--- src/design/tdf_pkg.sv ---
// Package: constants, types and helpers for the trial-division factorizer
`default_nettype none
package tdf_pkg;

  localparam int ValueWidth  = 32;
  localparam int PrimeLimit  = 65536;
  localparam int TableDepth  = PrimeLimit / 2 + 2;
  localparam int NumWidth    = $clog2(PrimeLimit);
  localparam int IdxWidth    = $clog2(TableDepth);
  localparam int TotWidth    = IdxWidth + 1;
  localparam int ExpWidth    = 6;
  localparam int MaxResults  = 9;
  localparam int CntWidth    = 4;

  typedef enum logic [3:0] {
    ST_CLEAR,
    ST_SIEVE_I,
    ST_SIEVE_RD,
    ST_SIEVE_LD,
    ST_SIEVE_CHK,
    ST_SIEVE_MOD,
    ST_IDLE,
    ST_FETCH,
    ST_SQUARE,
    ST_DIVIDE,
    ST_DIV_WAIT,
    ST_EMIT,
    ST_TAIL,
    ST_OUT
  } tdf_state_t;

  typedef struct packed {
    logic [ValueWidth-1:0] prime_factor;
    logic [ExpWidth-1:0]   exponent;
    logic [ExpWidth-1:0]   total_exponents;
    logic                  empty_res;
    logic                  last;
  } tdf_result_t;

endpackage
`default_nettype wire

--- src/design/tdf_divider.sv ---
// Module: shared restoring divider, one quotient bit per cycle
`default_nettype none
module tdf_divider import tdf_pkg::*; (
  input  wire logic                  clk,
  input  wire logic                  rst_n,
  input  wire logic                  start,
  input  wire logic [ValueWidth-1:0] dividend,
  input  wire logic [ValueWidth-1:0] divisor,
  output logic                       busy,
  output logic                       done,
  output logic [ValueWidth-1:0]      quotient,
  output logic [ValueWidth-1:0]      remainder
);
  localparam int StepWidth = $clog2(ValueWidth + 1);

  logic                  busy_r, busy_nxt;
  logic [StepWidth-1:0]  step_r, step_nxt;
  logic [ValueWidth-1:0] quo_r, quo_nxt;
  logic [ValueWidth-1:0] rem_r, rem_nxt;
  logic [ValueWidth-1:0] dvs_r, dvs_nxt;
  logic                  done_r, done_nxt;
  logic [ValueWidth:0]   trial;

  // Shift one dividend bit in, subtract when it fits
  always_comb begin
    busy_nxt = busy_r;
    step_nxt = step_r;
    quo_nxt  = quo_r;
    rem_nxt  = rem_r;
    dvs_nxt  = dvs_r;
    done_nxt = 1'b0;
    trial    = {rem_r, quo_r[ValueWidth-1]};
    if (start) begin
      busy_nxt = 1'b1;
      step_nxt = '0;
      quo_nxt  = dividend;
      rem_nxt  = '0;
      dvs_nxt  = divisor;
    end else if (busy_r) begin
      if (trial >= {1'b0, dvs_r}) begin
        rem_nxt = ValueWidth'(trial - {1'b0, dvs_r});
        quo_nxt = {quo_r[ValueWidth-2:0], 1'b1};
      end else begin
        rem_nxt = trial[ValueWidth-1:0];
        quo_nxt = {quo_r[ValueWidth-2:0], 1'b0};
      end
      step_nxt = step_r + 1'b1;
      if (step_r == StepWidth'(ValueWidth - 1)) begin
        busy_nxt = 1'b0;
        done_nxt = 1'b1;
      end
    end
  end

  always_ff @(posedge clk) begin
    if (!rst_n) begin
      busy_r <= 1'b0;
      done_r <= 1'b0;
      step_r <= '0;
    end else begin
      busy_r <= busy_nxt;
      done_r <= done_nxt;
      step_r <= step_nxt;
    end
    quo_r <= quo_nxt;
    rem_r <= rem_nxt;
    dvs_r <= dvs_nxt;
  end

  assign busy      = busy_r;
  assign done      = done_r;
  assign quotient  = quo_r;
  assign remainder = rem_r;
endmodule
`default_nettype wire

--- config.mk ---
export PLATFORM = sky130hd
export DESIGN_NAME = tdf_divider
export DESIGN_NICKNAME = d
export VERILOG_FILES = /design/src/design/tdf_pkg.sv /design/src/design/tdf_divider.sv
export SDC_FILE = /design/constraint.sdc
export NUM_CORES = 1
export LEC_CHECK = 0
export BUFFER_PORTS_ARGS = -buffer_cell sky130_fd_sc_hd__buf_4
export CELL_PAD_IN_SITES_DETAIL_PLACEMENT = 1
export CELL_PAD_IN_SITES_GLOBAL_PLACEMENT = 2
export CORE_MARGIN = 5
export CORE_UTILIZATION = 30
export DETAILED_ROUTE_END_ITERATION = 7
export GPL_ROUTABILITY_DRIVEN = 0
export PLACE_DENSITY = 0.76
export SLEW_MARGIN = 20
export SYNTH_ARGS = -nofsm -noshare
export SYNTH_HDL_FRONTEND = slang
export SYNTH_SLANG_ARGS = --single-unit
--- constraint.sdc ---
create_clock -name clk -period 3.5 [get_ports clk]
set_input_delay 0.525 -clock clk [delete_from_list [all_inputs] [get_ports clk]]
set_output_delay 0.525 -clock clk [all_outputs]
set_load 0.005 [all_outputs]
After elaboration in Yosys (flattened, before gate mapping)
Index checks and enable logic that the tools add are counted.
{"block": "op_classes", "n_reduce_logical": 3, "eq_ne": 1, "order_cmp": 1, "n_bitwise": 2, "n_mux": 8, "addsub": 2}
{"operator": "$mux 32", "count": 3}
{"operator": "$ge 33x32->1", "count": 1}
{"operator": "$sub 32x32->32", "count": 1}
{"operator": "$add 6x1->6 const B", "count": 1}
{"operator": "$eq 6x5->1 const B", "count": 1}
{"operator": "$mux 1", "count": 5}
{"operator": "$reduce_or 3->1", "count": 1}
{"operator": "$not 1->1", "count": 2}
{"operator": "$reduce_bool 2->1", "count": 1}
{"operator": "$reduce_or 2->1", "count": 1}
{"block": "word_totals", "ff_bits": 104, "wordCells": 23, "inputBits": 67}

Longest topological paths before layout
{"block": "logic_depth", "word_depth": 4, "mapped_depth": 13, "depth_no_buf": 11}

Least setup slack after synthesis
No wires, ideal clock.
{"block": "synth_path", "path_type": "reg-to-reg", "startpoint": "register rem_r[6], in the netlist remainder[6]", "endpoint": "register rem_r[29], in the netlist remainder[29]", "stages_incl_launch_ff": 13, "arrival_ps": 2350, "required_ps": 3374, "path_slack_ps": 1024, "setup_time_ps": 126, "n_path_buf": 3, "path_cell_list": "dfxtp_1 > ha_1 > buf_2 > nand3_2 > nor3_2 > o21ai_2 > a31oi_4 > a311oi_4 > o31a_1 > buf_4 > buf_6 > a41oi_1 > o31ai_1"}
{"block": "synth_between", "elab_chain_len": 2, "word_cells_on_any_way": 3}
{"item": "from (decl)", "line_no": "tdf_divider.sv:19", "source": "logic [ValueWidth-1:0] rem_r, rem_nxt;"}
{"item": "from (signal assigned)", "line_no": "tdf_divider.sv:66", "source": "rem_r <= rem_nxt;"}
{"item": "$sub 32x32->32 or $ge 33x32->1 (tied branches)", "line_no": "tdf_divider.sv:41, tdf_divider.sv:40"}
{"item": "$mux 32 *", "line_no": "tdf_divider.sv:40", "source": "if (trial >= {1'b0, dvs_r}) begin"}
Mark *: on every way between the ends. The rest lies on a longest branch, timed or not.
A chain may end at the register's enable or synchronous reset.

Worst setup path in the final report
{"block": "layout_path", "startpoint": "register quo_r[31], in the netlist quotient[31]", "endpoint": "register rem_r[28], in the netlist remainder[28]"}
{"block": "layout_between", "elab_chain_len": 2, "word_cells_on_any_way": 3}
{"item": "from (decl)", "line_no": "tdf_divider.sv:18", "source": "logic [ValueWidth-1:0] quo_r, quo_nxt;"}
{"item": "from (signal assigned)", "line_no": "tdf_divider.sv:65", "source": "quo_r <= quo_nxt;"}
{"item": "$sub 32x32->32 or $ge 33x32->1 (tied branches)", "line_no": "tdf_divider.sv:41, tdf_divider.sv:40"}
{"item": "$mux 32 *", "line_no": "tdf_divider.sv:40"}
Marks and branches as above.

==> results.toml <==
[timing]
slew_violations = 0
worstMarginPinSlew_ns = 0.985
fin_skew_ns = 0.0130
fmax_mhz = 304
min_period_over_period = 0.939
setup_viol = 0
finalSetupTns_ns = 0
post-route-min-period_ns = 3.29
finalHoldViolations = 0
rsz0062_at_grt = "false"
slew-limit-headroom = 0.342
worst_slack_ns = 0.214
worst_hold_slack_ns = 0.335

[flow_run]
cap_violations = 0

[synth]
syn_area_per_cell_um2 = 9.79
synth_top_family_by_area = "simple AND/OR/NAND/NOR gates"
synthXorXnorAreaFrac = 0.0447
synth_fa_ha_area_frac = 0.0712
synth_ff_type = "edfxtp_1"
synth-seq-cells = 104
synth_compound_area_frac = 0.162
synth.cell_area_um2 = 6080
ys_seq_area_frac = 0.448
syn_nets = 722
syn_inst = 621
synth_cell_type_count = 68
synthMuxAreaShare = 0.0591
synth-edff-count = 64
async_flop_share = 0
synth-simple-area-share = 0.162
ys_warn_count = 0

[setup_path]
slowest_stage = "o21ai_0"
crit_path_max_incr_delay_ns = 0.66
rr_startpoint = "quotient[31]"
crit_family = "compound AO/OA/AOI/OAI gates"
worstSetupStartpointType = "flip-flop"
crit_path_end_kind = "flip-flop"
cp-startpoint = "quotient[31]"
worstPathMaxFanout = 4
required_ns = 3.74
worst-path-buf-inv = 1
arrival_ns = 3.52
cp_cell_sequence = "inv_1, ha_1, fa_1, nand2b_1, a21oi_1, o21ai_1, o21ai_0, a21oi_1, a311oi_1, o21ai_1"
worstSetupPathType = "flip-flop to flip-flop"

[layout]
layout-drive-gt1-share = 0.273
layout_common_cells = "143 x buf_4, 68 x nand2_1, 64 x edfxtp_1, 43 x inv_1, 42 x nand3_1"
final_common_cell = "buf_4"
nets = 844
final_util = 0.381
syn2layout_area_growth_pct = 25.8
antenna_cells = 0

[worst_hold_path]
hp-class = "input pin to flip-flop"
hold_start = "divisor[25]"

[drt]
antenna_left = 0
routed.top_layer = "met4"
drt_iter0_drc = 336
wl_um = 18800
drc = 0
met1_length_um = 8480
wl_per_cell_um = 18.5
via_count = 5179
avgViaCountPerCell = 5.09
drtPass1Iterations = 4
wl_met3_um = 830
met2WireLength_um = 9120

[global_routing]
grt_use_total = 0.161
antenna_found_initial = 0
grt_pass1_wl_um = 30600
grt-ovfl-total = 0
grt_max_degree = 49
grt_pass1_vias = 5621

[power]
leakage_nw = 3.16
p_per_area_nw_per_um2 = 448
ir_worst_vdd_uv = 222

[clock_tree]
cts_root_buf = "clkbuf_16"
cts_max_level = 3
post_cts_resized = 0
numCtsBuffers = 9
cts_hold_buf = 0
post_cts_buffers = 0
clk_path_buf_depth = 2
cts.clk_slew.worst_paths_ns = 0.09
numClockSinks = 104
cts_tree = "done"
clk_latency_ns = 0.37

[placed_design]
hpwl_um = 14200
post-place-ws_ns = 0.265
portBuffers = 132

[die]
core_um2 = 20100
rows = 52
dieArea_um2 = 23200
die_x_um = 152
initial_utilization = 0.302
die_y_um = 152
ios = 133

[run_status]
status = "finished clean"
[metal layers]
layer,vias to the layer above,global-route usage
met3,24,0.0312
met2,116,0.270
met1,2536,0.210
li1,2503,-
met4,0,0.0539
met5,-,0
[stage by stage]
step,std cells,power (mW),cell area [um2]
after floorplan,621,2.01,6080
after global placement,1002,2.33,7330
after detailed placement,1002,2.35,7330
after CTS,1018,3.48,7650
after global routing,1018,3.62,7650
final,1018,3.43,7650
[worst reg2reg max path, cell delays in order (launching register included)]
cell and delay [ns]:
edfxtp_1 0.38, inv_1 0.05, ha_1 0.22, fa_1 0.38, nand2b_1 0.21, a21oi_1 0.23, o21ai_1 0.16, o21ai_0 0.67
a21oi_1 0.29, a311oi_1 0.44, o21ai_1 0.13
[area by class of cell]
type / instances / area (um2)
multi-input combinational: 442 / 3030
clock buffer: 9 / 225
sequential: 104 / 2720
timing repair buffer: 143 / 1070
fill: 2298 / 12500
inverter: 43 / 161
tap: 270 / 338
clock inverter: 7 / 95.1
[synth_stat cells (3+ instances only)]
library cell,number,area share
nand3_1,42,0.035
a41oi_1,3,0.0043
xor2_1,11,0.016
nand4_1,6,0.0062
o21a_1,3,0.0037
mux2_2,31,0.057
edfxtp_1,64,0.32
buf_2,11,0.0091
ha_1,33,0.068
inv_1,43,0.027
xnor2_1,20,0.029
nor2_1,37,0.023
nor3_1,6,0.0049
o21ai_1,8,0.0066
nand2b_1,12,0.012
nand2_1,68,0.042
dfxtp_1,40,0.13
o21bai_1,3,0.0037
a21o_1,5,0.0062
a311oi_1,11,0.016
a211oi_1,3,0.0037
a31oi_1,5,0.0051
o31ai_1,3,0.0037
a21oi_1,41,0.034
a32oi_1,5,0.0072
and3_1,5,0.0051
o211ai_1,3,0.0037
buf_6,3,0.0056
clkbuf_1,14,0.0086
o21ai_0,25,0.021
nor3b_1,5,0.0062
nor2b_1,5,0.0051
[report_power, final]
part | leakage, nW | switching, mW | internal (mW)
combinational | 2.04 | 0.471 | 0.371
clock | 0.157 | 0.530 | 0.578
sequential | 0.962 | 0.0674 | 1.41
total | 3.16 | 1.07 | 2.36
[cells by family after synthesis]
| group | after synthesis |
|---|---|
| flops | 104 |
| compound gates | 142 |
| buf+inv | 75 |
| mux | 32 |
| xor+xnor | 31 |
| simple gates | 203 |
| fa+ha+maj | 34 |
[sequential cells by signal, summed over array words and instances, names as in the netlist]
register	count
busy	1
done	1
dvs_r	32
quotient	32
remainder	32
step_r	6
[final timing paths]
kind	to	slack, ns	cells past startpoint
min reg2reg	done	0.49	1
max	remainder[28]	0.21	10
max reg2reg	remainder[28]	0.21	10
min	dvs_r[25]	0.34	1
Note: power is estimated with default switching activity, not from simulation.
